--- src/rtl/gds_pkg.sv ---
// ----------------------------------------------------------------------------
// gds_pkg - shared types and calendar helpers for the date stepper
// Command and result words, mode and status codes, control bundles between
// the controller and the datapath, and the month-length lookup.
// ----------------------------------------------------------------------------
package gds_pkg;

  localparam logic [13:0] MIN_YEAR = 14'd1582;
  localparam logic [13:0] MAX_YEAR = 14'd9999;

  // Reset date 1582-01-01; 1582 = 15 * 100 + 82, and 15 mod 4 = 3.
  localparam logic [6:0]  RESET_YMOD = 7'd82;
  localparam logic [1:0]  RESET_CMOD = 2'd3;

  // y / 100 = (y * RECIP_100) >> RECIP_SHIFT, exact for all 14-bit years.
  localparam logic [13:0] RECIP_100   = 14'd10486;
  localparam int          RECIP_SHIFT = 20;

  localparam logic [2:0] MODE_LOAD = 3'd0;
  localparam logic [2:0] MODE_NEXT = 3'd1;
  localparam logic [2:0] MODE_PREV = 3'd2;
  localparam logic [2:0] MODE_ADD  = 3'd3;
  localparam logic [2:0] MODE_SUB  = 3'd4;

  localparam logic [1:0] ST_OK      = 2'd0;
  localparam logic [1:0] ST_INVALID = 2'd1;
  localparam logic [1:0] ST_RANGE   = 2'd2;

  typedef struct packed {
    logic [2:0]  mode;
    logic [4:0]  load_day;
    logic [3:0]  load_month;
    logic [13:0] load_year;
    logic [15:0] day_count;
  } cmd_word_t;

  typedef struct packed {
    logic [4:0]  cur_day;
    logic [3:0]  cur_month;
    logic [13:0] cur_year;
    logic [1:0]  status;
  } res_word_t;

  typedef struct packed {
    logic       capture;
    logic       step_add;
    logic       step_sub;
    logic       div;
    logic       commit_work;
    logic       commit_load;
    logic       publish;
    logic [1:0] status;
  } gds_cmd_t;

  typedef struct packed {
    logic add_done;
    logic add_fail;
    logic sub_done;
    logic sub_fail;
    logic load_ok;
    logic out_busy;
  } gds_stat_t;

  // Leap rule from year mod 4, year mod 100 and century mod 4.
  function automatic logic is_leap(input logic [1:0] y4, input logic [6:0] ymod,
                                   input logic [1:0] cmod);
    return ((y4 == 2'd0) && (ymod != 7'd0)) || ((ymod == 7'd0) && (cmod == 2'd0));
  endfunction

  function automatic logic [4:0] month_len(input logic [3:0] m, input logic leap);
    logic [4:0] len;
    case (m)
      4'd2:                      len = leap ? 5'd29 : 5'd28;
      4'd4, 4'd6, 4'd9, 4'd11:   len = 5'd30;
      default:                   len = 5'd31;
    endcase
    return len;
  endfunction

endpackage

--- src/rtl/gregorian_date_stepper.sv ---
// ----------------------------------------------------------------------------
// gregorian_date_stepper - Gregorian calendar date register with stepping
// Holds one date and loads, steps or offsets it by a day count per command.
// ----------------------------------------------------------------------------
// Each command word gives exactly one result word: the stored date after the
// command and a status (ok, invalid load rejected, year range left with the
// date kept). Commands are taken one at a time; cmd_ready is high only while
// no command is in progress. Add and subtract walk the calendar one month per
// clock in the datapath, one step per month boundary crossed. The month walk is
// the only loop; a result sitting unread in the output register holds off the
// next command only at its final handoff. After reset the date is 1582-01-01.
// Leap years follow the 4/100/400 rule, tracked through year mod 100 and
// century mod 4 kept next to the stored year.
// ----------------------------------------------------------------------------
module gregorian_date_stepper import gds_pkg::*; (
  input  logic      clk,
  input  logic      rst,
  input  logic      cmd_valid,
  output logic      cmd_ready,
  input  cmd_word_t cmd_word,
  output logic      res_valid,
  input  logic      res_ready,
  output res_word_t res_word
);

  gds_cmd_t  ctl;
  gds_stat_t stat;

  // Controller: sequence load check, month walk and result handoff.
  gds_ctrl u_ctrl (
    .clk       (clk),
    .rst       (rst),
    .cmd_valid (cmd_valid),
    .mode      (cmd_word.mode),
    .cmd_ready (cmd_ready),
    .stat      (stat),
    .ctl       (ctl)
  );

  // Datapath: hold the date, walk months, check loads, register the result.
  gds_dp u_dp (
    .clk       (clk),
    .rst       (rst),
    .cmd_word  (cmd_word),
    .ctl       (ctl),
    .stat      (stat),
    .res_ready (res_ready),
    .res_valid (res_valid),
    .res_word  (res_word)
  );

`ifndef SYNTHESIS
  // Drop ready in the cycle after every accepted command.
  a_busy_after_accept: assert property (@(posedge clk) disable iff (rst)
    (cmd_valid && cmd_ready) |=> !cmd_ready)
    else $error("command accepted while previous one in progress");

  // Every published date has its month in 1..12, its day in 1..31 and its year in range.
  a_date_legal: assert property (@(posedge clk) disable iff (rst)
    res_valid |-> ((res_word.cur_month >= 4'd1) && (res_word.cur_month <= 4'd12) &&
                   (res_word.cur_day >= 5'd1) && (res_word.cur_day <= 5'd31) &&
                   (res_word.cur_year >= MIN_YEAR) && (res_word.cur_year <= MAX_YEAR)))
    else $error("result date out of range");

  // Never emit the unused status code.
  a_status_code: assert property (@(posedge clk) disable iff (rst)
    res_valid |-> (res_word.status == ST_OK || res_word.status == ST_INVALID ||
                   res_word.status == ST_RANGE))
    else $error("bad status code");
`endif

endmodule

--- src/rtl/gds_dp.sv ---
// ----------------------------------------------------------------------------
// gds_dp - date stepper datapath
// Stored date, working copy for the month walk, load check and result
// register.
// ----------------------------------------------------------------------------
module gds_dp import gds_pkg::*; (
  input  logic      clk,
  input  logic      rst,
  input  cmd_word_t cmd_word,
  input  gds_cmd_t  ctl,
  output gds_stat_t stat,
  input  logic      res_ready,
  output logic      res_valid,
  output res_word_t res_word
);

  // Stored date with year mod 100 and century mod 4 kept alongside.
  logic [4:0]  day;
  logic [3:0]  month;
  logic [13:0] year;
  logic [6:0]  ymod;
  logic [1:0]  cmod;

  // Working copy.
  logic signed [17:0] wd;
  logic [3:0]  wm;
  logic [13:0] wy;
  logic [6:0]  wmod;
  logic [1:0]  wcmod;

  // Captured load fields and quotient.
  logic [4:0]  ld;
  logic [3:0]  lm;
  logic [13:0] ly;
  logic [7:0]  lq;

  logic [15:0] step_n;
  logic [4:0]  len_a;
  logic [4:0]  len_s;
  logic [3:0]  nm;
  logic [13:0] ny;
  logic [6:0]  nmod;
  logic [1:0]  ncmod;
  logic [27:0] prod;
  logic [6:0]  lr;
  logic        lleap;
  logic        add_done;
  logic        sub_done;

  always_comb begin
    step_n = ((cmd_word.mode == MODE_NEXT) || (cmd_word.mode == MODE_PREV)) ?
             16'd1 : cmd_word.day_count;
    len_a  = month_len(wm, is_leap(wy[1:0], wmod, wcmod));
    add_done = (wd <= $signed({13'd0, len_a}));
    sub_done = (wd > 18'sd0);
    // Previous month, with year and counters borrowed across January.
    if (wm == 4'd1) begin
      nm = 4'd12;
      ny = wy - 14'd1;
      if (wmod == 7'd0) begin
        nmod  = 7'd99;
        ncmod = wcmod - 2'd1;
      end else begin
        nmod  = wmod - 7'd1;
        ncmod = wcmod;
      end
    end else begin
      nm    = wm - 4'd1;
      ny    = wy;
      nmod  = wmod;
      ncmod = wcmod;
    end
    len_s = month_len(nm, is_leap(ny[1:0], nmod, ncmod));
    prod  = ly * RECIP_100;
    lr    = 7'(ly - 14'(lq) * 14'd100);
    lleap = is_leap(ly[1:0], lr, lq[1:0]);
  end

  assign stat.add_done = add_done;
  assign stat.add_fail = !add_done && (wm == 4'd12) && (wy >= MAX_YEAR);
  assign stat.sub_done = sub_done;
  assign stat.sub_fail = !sub_done && (wm == 4'd1) && (wy <= MIN_YEAR);
  assign stat.load_ok  = (ly >= MIN_YEAR) && (ly <= MAX_YEAR) &&
                         (lm >= 4'd1) && (lm <= 4'd12) &&
                         (ld >= 5'd1) && (ld <= month_len(lm, lleap));
  assign stat.out_busy = res_valid && !res_ready;

  // Working copy and load capture.
  always_ff @(posedge clk) begin
    if (ctl.capture) begin
      wm    <= month;
      wy    <= year;
      wmod  <= ymod;
      wcmod <= cmod;
      ld    <= cmd_word.load_day;
      lm    <= cmd_word.load_month;
      ly    <= cmd_word.load_year;
      case (cmd_word.mode) inside
        MODE_NEXT, MODE_ADD: begin
          wd <= $signed({13'd0, day}) + $signed({2'd0, step_n});
        end
        default: begin
          wd <= $signed({13'd0, day}) - $signed({2'd0, step_n});
        end
      endcase
    end else if (ctl.step_add && !add_done) begin
      wd <= wd - $signed({13'd0, len_a});
      if (wm == 4'd12) begin
        wm <= 4'd1;
        wy <= wy + 14'd1;
        if (wmod == 7'd99) begin
          wmod  <= 7'd0;
          wcmod <= wcmod + 2'd1;
        end else begin
          wmod <= wmod + 7'd1;
        end
      end else begin
        wm <= wm + 4'd1;
      end
    end else if (ctl.step_sub && !sub_done) begin
      wd    <= wd + $signed({13'd0, len_s});
      wm    <= nm;
      wy    <= ny;
      wmod  <= nmod;
      wcmod <= ncmod;
    end
    if (ctl.div) begin
      lq <= prod[RECIP_SHIFT +: 8];
    end
  end

  // Stored date.
  always_ff @(posedge clk) begin
    if (rst) begin
      day   <= 5'd1;
      month <= 4'd1;
      year  <= MIN_YEAR;
      ymod  <= RESET_YMOD;
      cmod  <= RESET_CMOD;
    end else if (ctl.commit_work) begin
      day   <= wd[4:0];
      month <= wm;
      year  <= wy;
      ymod  <= wmod;
      cmod  <= wcmod;
    end else if (ctl.commit_load) begin
      day   <= ld;
      month <= lm;
      year  <= ly;
      ymod  <= lr;
      cmod  <= lq[1:0];
    end
  end

  // Result register.
  always_ff @(posedge clk) begin
    if (rst) begin
      res_valid <= 1'b0;
    end else if (ctl.publish) begin
      res_valid <= 1'b1;
    end else if (res_ready) begin
      res_valid <= 1'b0;
    end
  end

  always_ff @(posedge clk) begin
    if (ctl.publish) begin
      res_word.cur_day   <= day;
      res_word.cur_month <= month;
      res_word.cur_year  <= year;
      res_word.status    <= ctl.status;
    end
  end

endmodule

--- src/rtl/gds_ctrl.sv ---
// ----------------------------------------------------------------------------
// gds_ctrl - date stepper controller
// Sequences load checks and month walks and hands each result to the
// output register.
// ----------------------------------------------------------------------------
module gds_ctrl import gds_pkg::*; (
  input  logic      clk,
  input  logic      rst,
  input  logic      cmd_valid,
  input  logic [2:0] mode,
  output logic      cmd_ready,
  input  gds_stat_t stat,
  output gds_cmd_t  ctl
);

  typedef enum logic [2:0] {
    S_IDLE,
    S_LDIV,
    S_LCHK,
    S_ADD,
    S_SUB,
    S_FIN
  } state_t;

  state_t     state;
  logic [1:0] code;

  assign cmd_ready = (state == S_IDLE);

  always_comb begin
    ctl             = '0;
    ctl.status      = code;
    ctl.capture     = (state == S_IDLE) && cmd_valid;
    ctl.div         = (state == S_LDIV);
    ctl.step_add    = (state == S_ADD);
    ctl.step_sub    = (state == S_SUB);
    ctl.commit_work = ((state == S_ADD) && stat.add_done) ||
                      ((state == S_SUB) && stat.sub_done);
    ctl.commit_load = (state == S_LCHK) && stat.load_ok;
    ctl.publish     = (state == S_FIN) && !stat.out_busy;
  end

  always_ff @(posedge clk) begin
    if (rst) begin
      state <= S_IDLE;
      code  <= ST_OK;
    end else begin
      case (state)
        S_IDLE: begin
          if (cmd_valid) begin
            code <= ST_OK;
            case (mode) inside
              MODE_LOAD:           state <= S_LDIV;
              MODE_NEXT, MODE_ADD: state <= S_ADD;
              MODE_PREV, MODE_SUB: state <= S_SUB;
              default:             state <= S_FIN;
            endcase
          end
        end
        S_LDIV: state <= S_LCHK;
        S_LCHK: begin
          code  <= stat.load_ok ? ST_OK : ST_INVALID;
          state <= S_FIN;
        end
        S_ADD: begin
          if (stat.add_done) begin
            state <= S_FIN;
          end else if (stat.add_fail) begin
            code  <= ST_RANGE;
            state <= S_FIN;
          end
        end
        S_SUB: begin
          if (stat.sub_done) begin
            state <= S_FIN;
          end else if (stat.sub_fail) begin
            code  <= ST_RANGE;
            state <= S_FIN;
          end
        end
        S_FIN: begin
          if (!stat.out_busy) begin
            state <= S_IDLE;
          end
        end
        default: state <= S_IDLE;
      endcase
    end
  end

endmodule
--- config.mk ---
export PLATFORM = sky130hd
export DESIGN_NAME = gregorian_date_stepper
export DESIGN_NICKNAME = d
export VERILOG_FILES = /design/src/rtl/gds_pkg.sv /design/src/rtl/gregorian_date_stepper.sv /design/src/rtl/gds_dp.sv /design/src/rtl/gds_ctrl.sv
export SDC_FILE = /design/constraint.sdc
export NUM_CORES = 1
export LEC_CHECK = 0
export BUFFER_PORTS_ARGS = -buffer_cell sky130_fd_sc_hd__buf_2
export CAP_MARGIN = 20
export CORE_AREA = 2 2 175 177
export CTS_CLUSTER_DIAMETER = 50
export CTS_CLUSTER_SIZE = 14
export DETAILED_ROUTE_END_ITERATION = 16
export DIE_AREA = 0 0 177 179
export PLACE_DENSITY_LB_ADDON = 0.2
export SYNTH_ARGS = -nofsm -noshare
export SYNTH_HDL_FRONTEND = slang
export SYNTH_SLANG_ARGS = --single-unit
--- constraint.sdc ---
create_clock -name clk -period 5.6 [get_ports clk]
set_input_delay 1.12 -clock clk [delete_from_list [all_inputs] [get_ports clk]]
set_output_delay 1.12 -clock clk [all_outputs]
set_load 0.02 [all_outputs]
==> Word-level counts from Yosys, hierarchy flattened <==
Index checks and enable logic that the tools add are counted.
{ "totals": {"register_bits": 139, "latchBits": 0, "ramBits": 0, "mem_bits_ro": 0, "inputBits": 46, "output_inout_bits": 27, "word_cells": 209, "memories": 0} }
{ "op_classes": {"addsub": 13, "mul": 2, "div": 0, "n_lt_le_gt_ge": 10, "eq_ne": 37, "shift": 0, "mux": 64, "bitwise": 0, "reduce_logical": 61} }
{ "op_table": {"columns": ["operator", "n"], "rows": [
  ["14-bit 2-to-1 mux", 7],
  ["18-bit 2-to-1 mux", 4],
  ["7-bit 2-to-1 mux", 9],
  ["5-bit one-hot mux with 2 select lines", 3],
  ["4-bit equality test, second input constant", 7],
  ["2-bit 2-to-1 mux", 14],
  ["4-bit 2-to-1 mux", 7],
  ["14-bit by 13-bit multiplier with 27-bit output, second input constant", 1],
  ["4-bit by 3-bit equality test with 1-bit output, second input constant", 6],
  ["3-bit 2-to-1 mux", 8],
  ["1-bit logical AND", 23],
  ["7-bit logical NOT", 3],
  ["7-bit nonzero test", 3],
  ["18-bit by 6-bit adder with 18-bit output", 1],
  ["18-bit by 1-bit > comparator with 1-bit output, second input constant", 1],
  ["18-bit by 6-bit <= comparator with 1-bit output", 1],
  ["3-bit one-hot mux with 6 select lines", 1],
  ["18-bit by 6-bit subtractor with 18-bit output", 1],
  ["5-bit by 16-bit adder with 17-bit output", 1],
  ["5-bit by 16-bit subtractor with 17-bit output", 1],
  ["16-bit 2-to-1 mux", 1],
  ["14-bit by 1-bit adder with 14-bit output, second input constant", 1],
  ["14-bit by 11-bit >= comparator with 1-bit output, second input constant", 1],
  ["14-bit >= comparator, second input constant", 1],
  ["other kinds (40)", 81]
]} }

==> Logic depth before layout (Yosys ltp) <==
Gate-level depths: netlist of the first run.
{ "depth": {"word_depth": 12, "depth_mapped": 19, "depth_no_buf": 17} }

==> Cells and area by module <==
Synthesis of the first run repeated with hierarchy kept, for this count alone.
{ "unflattened": {"cells_unflattened": 1348, "hier_area_um2": 12555.8} }
{ "modules_own_cells": {"columns": ["module", "n_inst", "cells_each", "area_per_inst_um2", "seq_area_each_um2"], "rows": [
  ["gds_dp", 1, 1296, 12140.4, 3603.5],
  ["gds_ctrl", 1, 52, 415.4, 100.1]
]} }

==> Worst setup path before layout of the first run <==
Ideal clock, no wire load.
{ "synth_path": {"kind": "reg2reg", "from": "reg u_dp.ly[11]", "to": "reg u_dp.lq[4], data pin", "setup_time_ns": 0.260, "arrival_time_ns": 4.511, "t_required_ns": 5.340, "setup_slack_ns": 0.829, "path_stages_with_launch": 16, "n_path_buf": 0, "synth_period_minus_slack_ns": 4.771, "cell_sequence": "edfxtp_1 > fa_1 > ha_1 > inv_1 > fa_1 > inv_1 > fa_1 > inv_1 > fa_1 > inv_1 > ha_1 > a2111oi_0 > o32ai_1 > or3_1 > a21oi_1 > xnor2_1"} }
{ "synth_via": {"elab_chain_cells": 1} }
{ "synth_lines": {"columns": ["element", "line_no", "source"], "rows": [
  ["start, declared", "gds_dp.sv:34", "logic [13:0] ly;"],
  ["start signal, assigned", "gds_dp.sv:97", "ly <= cmd_word.load_year;"],
  ["14-bit by 13-bit multiplier with 27-bit output", "gds_dp.sv:74", "prod = ly * RECIP_100;"],
  ["via u_dp.prod[24]", "gds_dp.sv:44", "logic [27:0] prod;"],
  ["end signal, assigned", "gds_dp.sv:128", "lq <= prod[RECIP_SHIFT +: 8];"],
  ["end, declared", "gds_dp.sv:35", "logic [7:0] lq;"]
]} }
The timed path passes the listed nets, and every way through them passes these cells.
A chain may end at the register's enable or synchronous reset.

==> Final worst setup path of the first run <==
{ "layout_path": {"from": "reg u_dp.ly[9]", "to": "reg u_dp.lq[4], data pin"} }
The elaborated chain is that of the path after synthesis.

==> summary.txt, run 1 <==
Clocking
  – Post-cts sizing count: 0
  – Clk Latency, worst-skew pair: 430 ps
  – Root Driver: clkbuf_16
  – Clock Pin Slew Worst Setup and Hold Paths: 70 ps
  – Hold Buf Count CTS: 0
  – TritonCTS clock tree: built
  – Postcts setup bufs: 0
  – Clock sink count: 136
  – CTS Buf Count: 17
  – CTS Buffer Depth: 2
  – H-tree depth: 4

Cells and area
  – Register area: between 0.003 and 0.004 mm²
  – Most frequent cells in the layout: 158 x inv_1, 138 x ha_1, 116 x nand2_1, 98 x edfxtp_1, 72 x buf_2
  – # fillers: 2,953
  – Commonest non-fill, non-tap cell in the layout: inv_1
  – Final core occ: 43.77%
  – N_diodes: 0
  – Synthesis-to-finish area growth: 11.34%
  – Nets: about 1,500
  – Multi-input gate area: between 0.007 and 0.008 mm²
  – Fin cells: 1,696
  – Share of cells above drive strength 1: a little over a tenth

Logic synthesis
  – Post-synth ARST share: 0%
  – Main synth FF type: edfxtp_1
  – Synth Instances: between 1,000 and 1,500
  – Syn Nets: 1,487
  – Mean Syn Cell Area: between 9 and 10 µm²
  – Yosys cell types: 83
  – Post-synthesis sequential area ratio: a little under a third
  – Mapped Area: 0.01181 mm²
  – Post-synth EDFFs: 98
  – Syn. warnings: 0
  – Yosys reg bits: between 100 and 150

Global routing
  – Global-route wire length before repair: 50.30 mm
  – Vias in the first global route: just under 9,000
  – Gr ovfl total: 0
  – Overall routing resource usage: 20.71%
  – Largest net degree at the start of global routing: between 40 and 50
  – Initial antenna violation count: 0

Detailed routing
  – Avg WL per Cell: 18.59 µm
  – Vias: about 9,000
  – Residual DRC count: 0
  – Final ANT Viol Nets: 0
  – Pre-antenna DRT Iters: 5
  – Total length of routed wires: between 30 and 40 mm
  – Vias per inst: approximately 5.5
  – Initial detailed-routing violation count: just over 800

Worst setup path
  – Critical Path Sink: u_dp.lq[4]
  – Critical path startpoint: u_dp.ly[9]
  – Crit Path Class: reg2reg
  – Required time worst endpoint: 5780 ps
  – Reg2reg end: u_dp.lq[4]
  – Reg2reg setup slack: approximately 560 ps
  – Worst Setup End Kind: flop
  – Setup crit start kind: flop
  – FF-to-FF Start: u_dp.ly[9]
  – Critical Path AT: roughly 5200 ps
  – Worst r2r path cells: 15
  – CP Max Fanout: 9

STA
  – Relative slew slack: 42.97%
  – Final Cycle Share: approximately 90%
  – Unrepaired setup endpoints after global routing: no
  – Slew at the pin closest to its max-slew limit: roughly 860 ps
  – Setup violators final: 0
  – Post-layout min period: just over 5000 ps
  – Final hold vios: 0
  – Worst hold slack: 433.9 ps
  – Max Clk Rate: slightly below 200 MHz
  – Slew Limit Fails: 0
  – Setup TNS: 0 ps
  – Final Skew: approximately 12 ps

Die
  – Core Area: roughly 0.03 mm²
  – # IOs: 73
  – Die Wd: between 150 and 200 µm
  – Starting Density: around 39%
  – Row cnt: 64
  – Die area: around 0.032 mm²
  – Die Y: around 180 µm

Placed design
  – Routability cong.: 0.9086
  – Post-DP HPWL: roughly 24 mm
  – IO buf count: ~70
  – Cell Count Post-Placement: roughly 1,700

Flow run
  – Total of max-cap violations: 0

Min path
  – Worst min path class: reg2reg

Status
  – Status: finished, final reports clean
-- Yosys cell counts, drive strengths merged, types with 12 or more instances --
library cell | count | share of area, %
a21oi | 58 | 2.5
a221oi | 15 | 1.1
a22oi | 27 | 1.7
and3 | 12 | 0.64
buf | 14 | 0.74
clkbuf | 43 | 1.4
dfxtp | 38 | 6.4
edfxtp | 98 | 25
fa | 67 | 11
ha | 138 | 15
inv | 159 | 5.1
nand2 | 116 | 3.7
nand3 | 32 | 1.4
nand4 | 13 | 0.69
nor2 | 66 | 2.1
nor2b | 13 | 0.69
nor3 | 32 | 1.4
o21ai | 51 | 2.2
xnor2 | 43 | 3.2
xor2 | 24 | 1.8
-- worst max-delay path, cell delays in order, from the launching register on --
cell and delay [ps]:
edfxtp_1 580, fa_1 540, ha_1 290, inv_1 40
fa_1 470, inv_1 60, fa_1 530, inv_1 60
fa_1 530, inv_1 50, ha_1 290, a2111oi_0 520
o32ai_1 160, or3_1 390, a21oi_1 200, xnor2_1 80
-- per-layer routing --
metal / vias up / track usage [%] / part of all wire [%]
met1: 4475 / 31.37 / 50
met4: 0 / 4.236 / 1.1
li1: 4483 / - / -
met2: 276 / 30.85 / 43
met5: - / 0 / 0
met3: 18 / 3.499 / 5.9
-- state kept, by name, summed over array words and instances, names as in the netlist, 3 cells and up --
signal         flops
u_dp.lm            4
u_dp.lq            5
u_dp.ld            5
u_dp.wd           18
u_dp.month         4
u_dp.ymod          7
u_ctrl.state       3
u_dp.ly           14
u_dp.day           5
u_dp.wy           14
u_dp.wmod          7
u_dp.year         14
u_dp.res_word     25
u_dp.wm            4
-- metrics by stage --
stage	setup WS [ps]	area, µm²
5_1_grt	277.1	13140
4_1_cts	501.4	13140
2_1_floorplan	829.3	11810
6_report	562.6	13140
3_5_place_dp	524.0	12560
3_3_place_gp	596.4	12560
-- worst min-delay path by stage --
stage | startpoint | cells past startpoint | to
6_report | u_ctrl.code[1] | 0 | u_dp.res_word[1]
5_1_grt | u_ctrl.code[0] | 0 | u_dp.res_word[0]
4_1_cts | u_ctrl.code[1] | 0 | u_dp.res_word[1]
3_5_place_dp | u_ctrl.code[0] | 0 | u_dp.res_word[0]
3_3_place_gp | u_ctrl.code[0] | 0 | u_dp.res_word[0]
2_1_floorplan | u_ctrl.code[0] | 0 | u_dp.res_word[0]
-- cell families (layout without fill, tap and decap cells) --
family | Yosys count | count (layout) | share of synthesized area, %
mux | 11 | 11 | 0.9539
fa+ha+maj | 205 | 205 | 25.99
simple gates | 331 | 331 | 13.69
xor+xnor | 67 | 67 | 4.971
flops | 136 | 136 | 31.37
buf+inv | 216 | 280 | 7.165
compound gates | 270 | 270 | 15.86
-- final cells by class --
class	count	share of cell area, %
timing repair buffer	89	3.713
clock buffer	21	3.513
multi-input combinational	884	55.35
inverter	159	4.541
sequential	136	28.18
tap	396	3.770
clock inverter	11	0.9329
Power of run 1 is not shown: default switching activity piles up to over one toggle a cycle in this logic, so the estimate is an artifact.
==> run 2, diff against run 1 <==
GPL_TIMING_DRIVEN = 0   (was not set)
MAX_ROUTING_LAYER = met4   (was not set)
PLACE_DENSITY = 0.53   (was not set)
PLACE_DENSITY_LB_ADDON = not set   (was 0.2)
==> run 2 against run 1 <==
  * First-iteration DRC count grew 10%
  * Clock skew grew 7.1 ps
  * Setup slack lost 310 ps
  * Flip-flop and latch count is the same
  * Core utilization grew 0.68 points
  * Worst hold slack gained 5.4 ps
  * Cell count grew 2.6%
  * Routed wire length grew 9.9%
==> summary.txt, run 2 (synthesis gave the netlist of run 1 again) <==
Detailed routing
  – Pre-antenna DRT Iters: 5
  – Residual DRC count: 0
  – Vias per inst: between 5 and 6
  – Vias: between 9,000 and 10,000
  – Initial detailed-routing violation count: slightly below 900
  – Total length of routed wires: between 30 and 40 mm
  – Avg WL per Cell: ~20 µm
  – Final ANT Viol Nets: 0

Die
  – # IOs: 73
  – Die area: 0.03168 mm²
  – Die Y: approximately 180 µm
  – Starting Density: 39.31%
  – Die Wd: ~180 µm
  – Row cnt: 64
  – Core Area: about 0.03 mm²

Global routing
  – Overall routing resource usage: roughly 23%
  – Vias in the first global route: ~9,100
  – Global-route wire length before repair: 53.41 mm
  – Initial antenna violation count: 0
  – Gr ovfl total: 0
  – Largest net degree at the start of global routing: 33

Clocking
  – Root Driver: clkbuf_16
  – TritonCTS clock tree: built
  – H-tree depth: 4
  – CTS Buffer Depth: 2
  – Clock Pin Slew Worst Setup and Hold Paths: roughly 70 ps
  – CTS Buf Count: 17
  – Clk Latency, worst-skew pair: around 450 ps
  – Clock sink count: around 140
  – Hold Buf Count CTS: 0

Worst setup path
  – Crit Path Class: reg2reg
  – Setup crit start kind: flop
  – Reg2reg end: u_dp.wy[7]
  – CP Max Fanout: 10
  – Worst Setup End Kind: flop
  – Worst r2r path cells: 18
  – Reg2reg setup slack: 250 ps
  – Critical Path AT: approximately 5500 ps
  – FF-to-FF Start: u_dp.wmod[0]
  – Required time worst endpoint: approximately 5700 ps

Cells and area
  – Synthesis-to-finish area growth: 13.06%
  – Commonest non-fill, non-tap cell in the layout: inv_1
  – Share of cells above drive strength 1: around a tenth
  – Top reg by flops: u_dp.res_word
  – Most frequent cells in the layout: 159 x inv_1, 138 x ha_1, 115 x nand2_1, 98 x edfxtp_1, 76 x buf_2
  – Nets: between 1,500 and 2,000
  – Largest registers: u_dp.res_word: 25 flops, u_dp.wd: 18 flops
  – Max FFs per register: 25
  – N_diodes: 0

Placed design
  – IO buf count: just under 70
  – Routability cong.: just over 0.9
  – Post-DP HPWL: between 20 and 30 mm
  – Place WS: -274.4 ps

STA
  – Fin worst setup slack: roughly 250 ps
  – Max Clk Rate: about 190 MHz
  – Unrepaired setup endpoints after global routing: no
  – Post-layout min period: ~5300 ps
  – Final hold vios: 0
  – Final Cycle Share: 95.53%
  – Setup violators final: 0
  – Slew at the pin closest to its max-slew limit: around 940 ps
  – Relative slew slack: 37.47%
  – Final Skew: 19.52 ps
  – Slew Limit Fails: 0

Min path
  – Worst min path class: reg2reg
  – WHS Endpoint: u_dp.res_word[1]
  – Hold Path Origin: u_ctrl.code[1]
  – Hold Crit Depth: 0

Status
  – Status: finished, final reports clean

Flow run
  – Total of max-cap violations: 0
[run 2: timing repair]
item                                    CTS  global route
pin swaps                                 0             0
endpoints found under the setup margin   34             7
setup buffers                             0             6
gates resized for setup                   3             3
[run 2: worst max path at each step]
stage,cells past startpoint,start,to
final,18,u_dp.wmod[0],u_dp.wy[7]
after global routing,15,u_dp.ly[9],u_dp.lq[4]
after CTS,15,u_dp.ly[11],u_dp.lq[4]
after detailed placement,18,u_dp.wmod[0],u_dp.wy[2]
after global placement,17,u_dp.wmod[0],u_dp.wy[2]
after floorplan,15,u_dp.ly[11],u_dp.lq[4]
[run 2: final cells by class]
class / count / area, µm²
sequential: 136 / 3704
fill: 2922 / 16680
tap: 396 / 495.5
buffer: 57 / 251.5
clock buffer: 18 / 429.2
timing repair buffer: 76 / 420.4
clock inverter: 14 / 173.9
inverter: 159 / 596.8
multi-input combinational: 884 / 7276
[run 2: metrics by stage]
stage / util, % / area, µm² / hold slack, ps / std cells / setup TNS [ps]
detailed placement: 42.22 / 12680 / 427.8 / 1702 / -3349
floorplan: - / 11810 / 400.8 / 1236 / 0
CTS: 44.25 / 13290 / 443.2 / 1734 / 0
finish: 44.45 / 13350 / 439.3 / 1740 / 0
global route: 44.45 / 13350 / 451.4 / 1740 / 0
global placement: 42.10 / 12640 / 431.2 / 1700 / -5147
[run 2: worst max-delay path, cell delays in order, from the launching register on]
cell and delay, ps:
edfxtp_1 530, inv_1 230, ha_1 200, and4b_1 190
clkbuf_1 360, mux2i_1 350, nand2_1 90, o311a_1 140
ha_1 200, inv_1 70, fa_1 210, nand4_1 190
o211a_1 340, a21boi_4 440, clkbuf_2 410, nand2_1 160
and3_1 250, nor2_2 420, buf_4 260
[run 2: routing by layer]
layer | vias up | share of wire, % | track usage [%]
met5 | - | 0 | -
met4 | 0 | 2.0 | 6.267
met3 | 42 | 5.2 | 3.011
met2 | 297 | 43 | 34.53
met1 | 4642 | 50 | 33.29
li1 | 4575 | - | -
Power of run 2 is left out for the same reason.
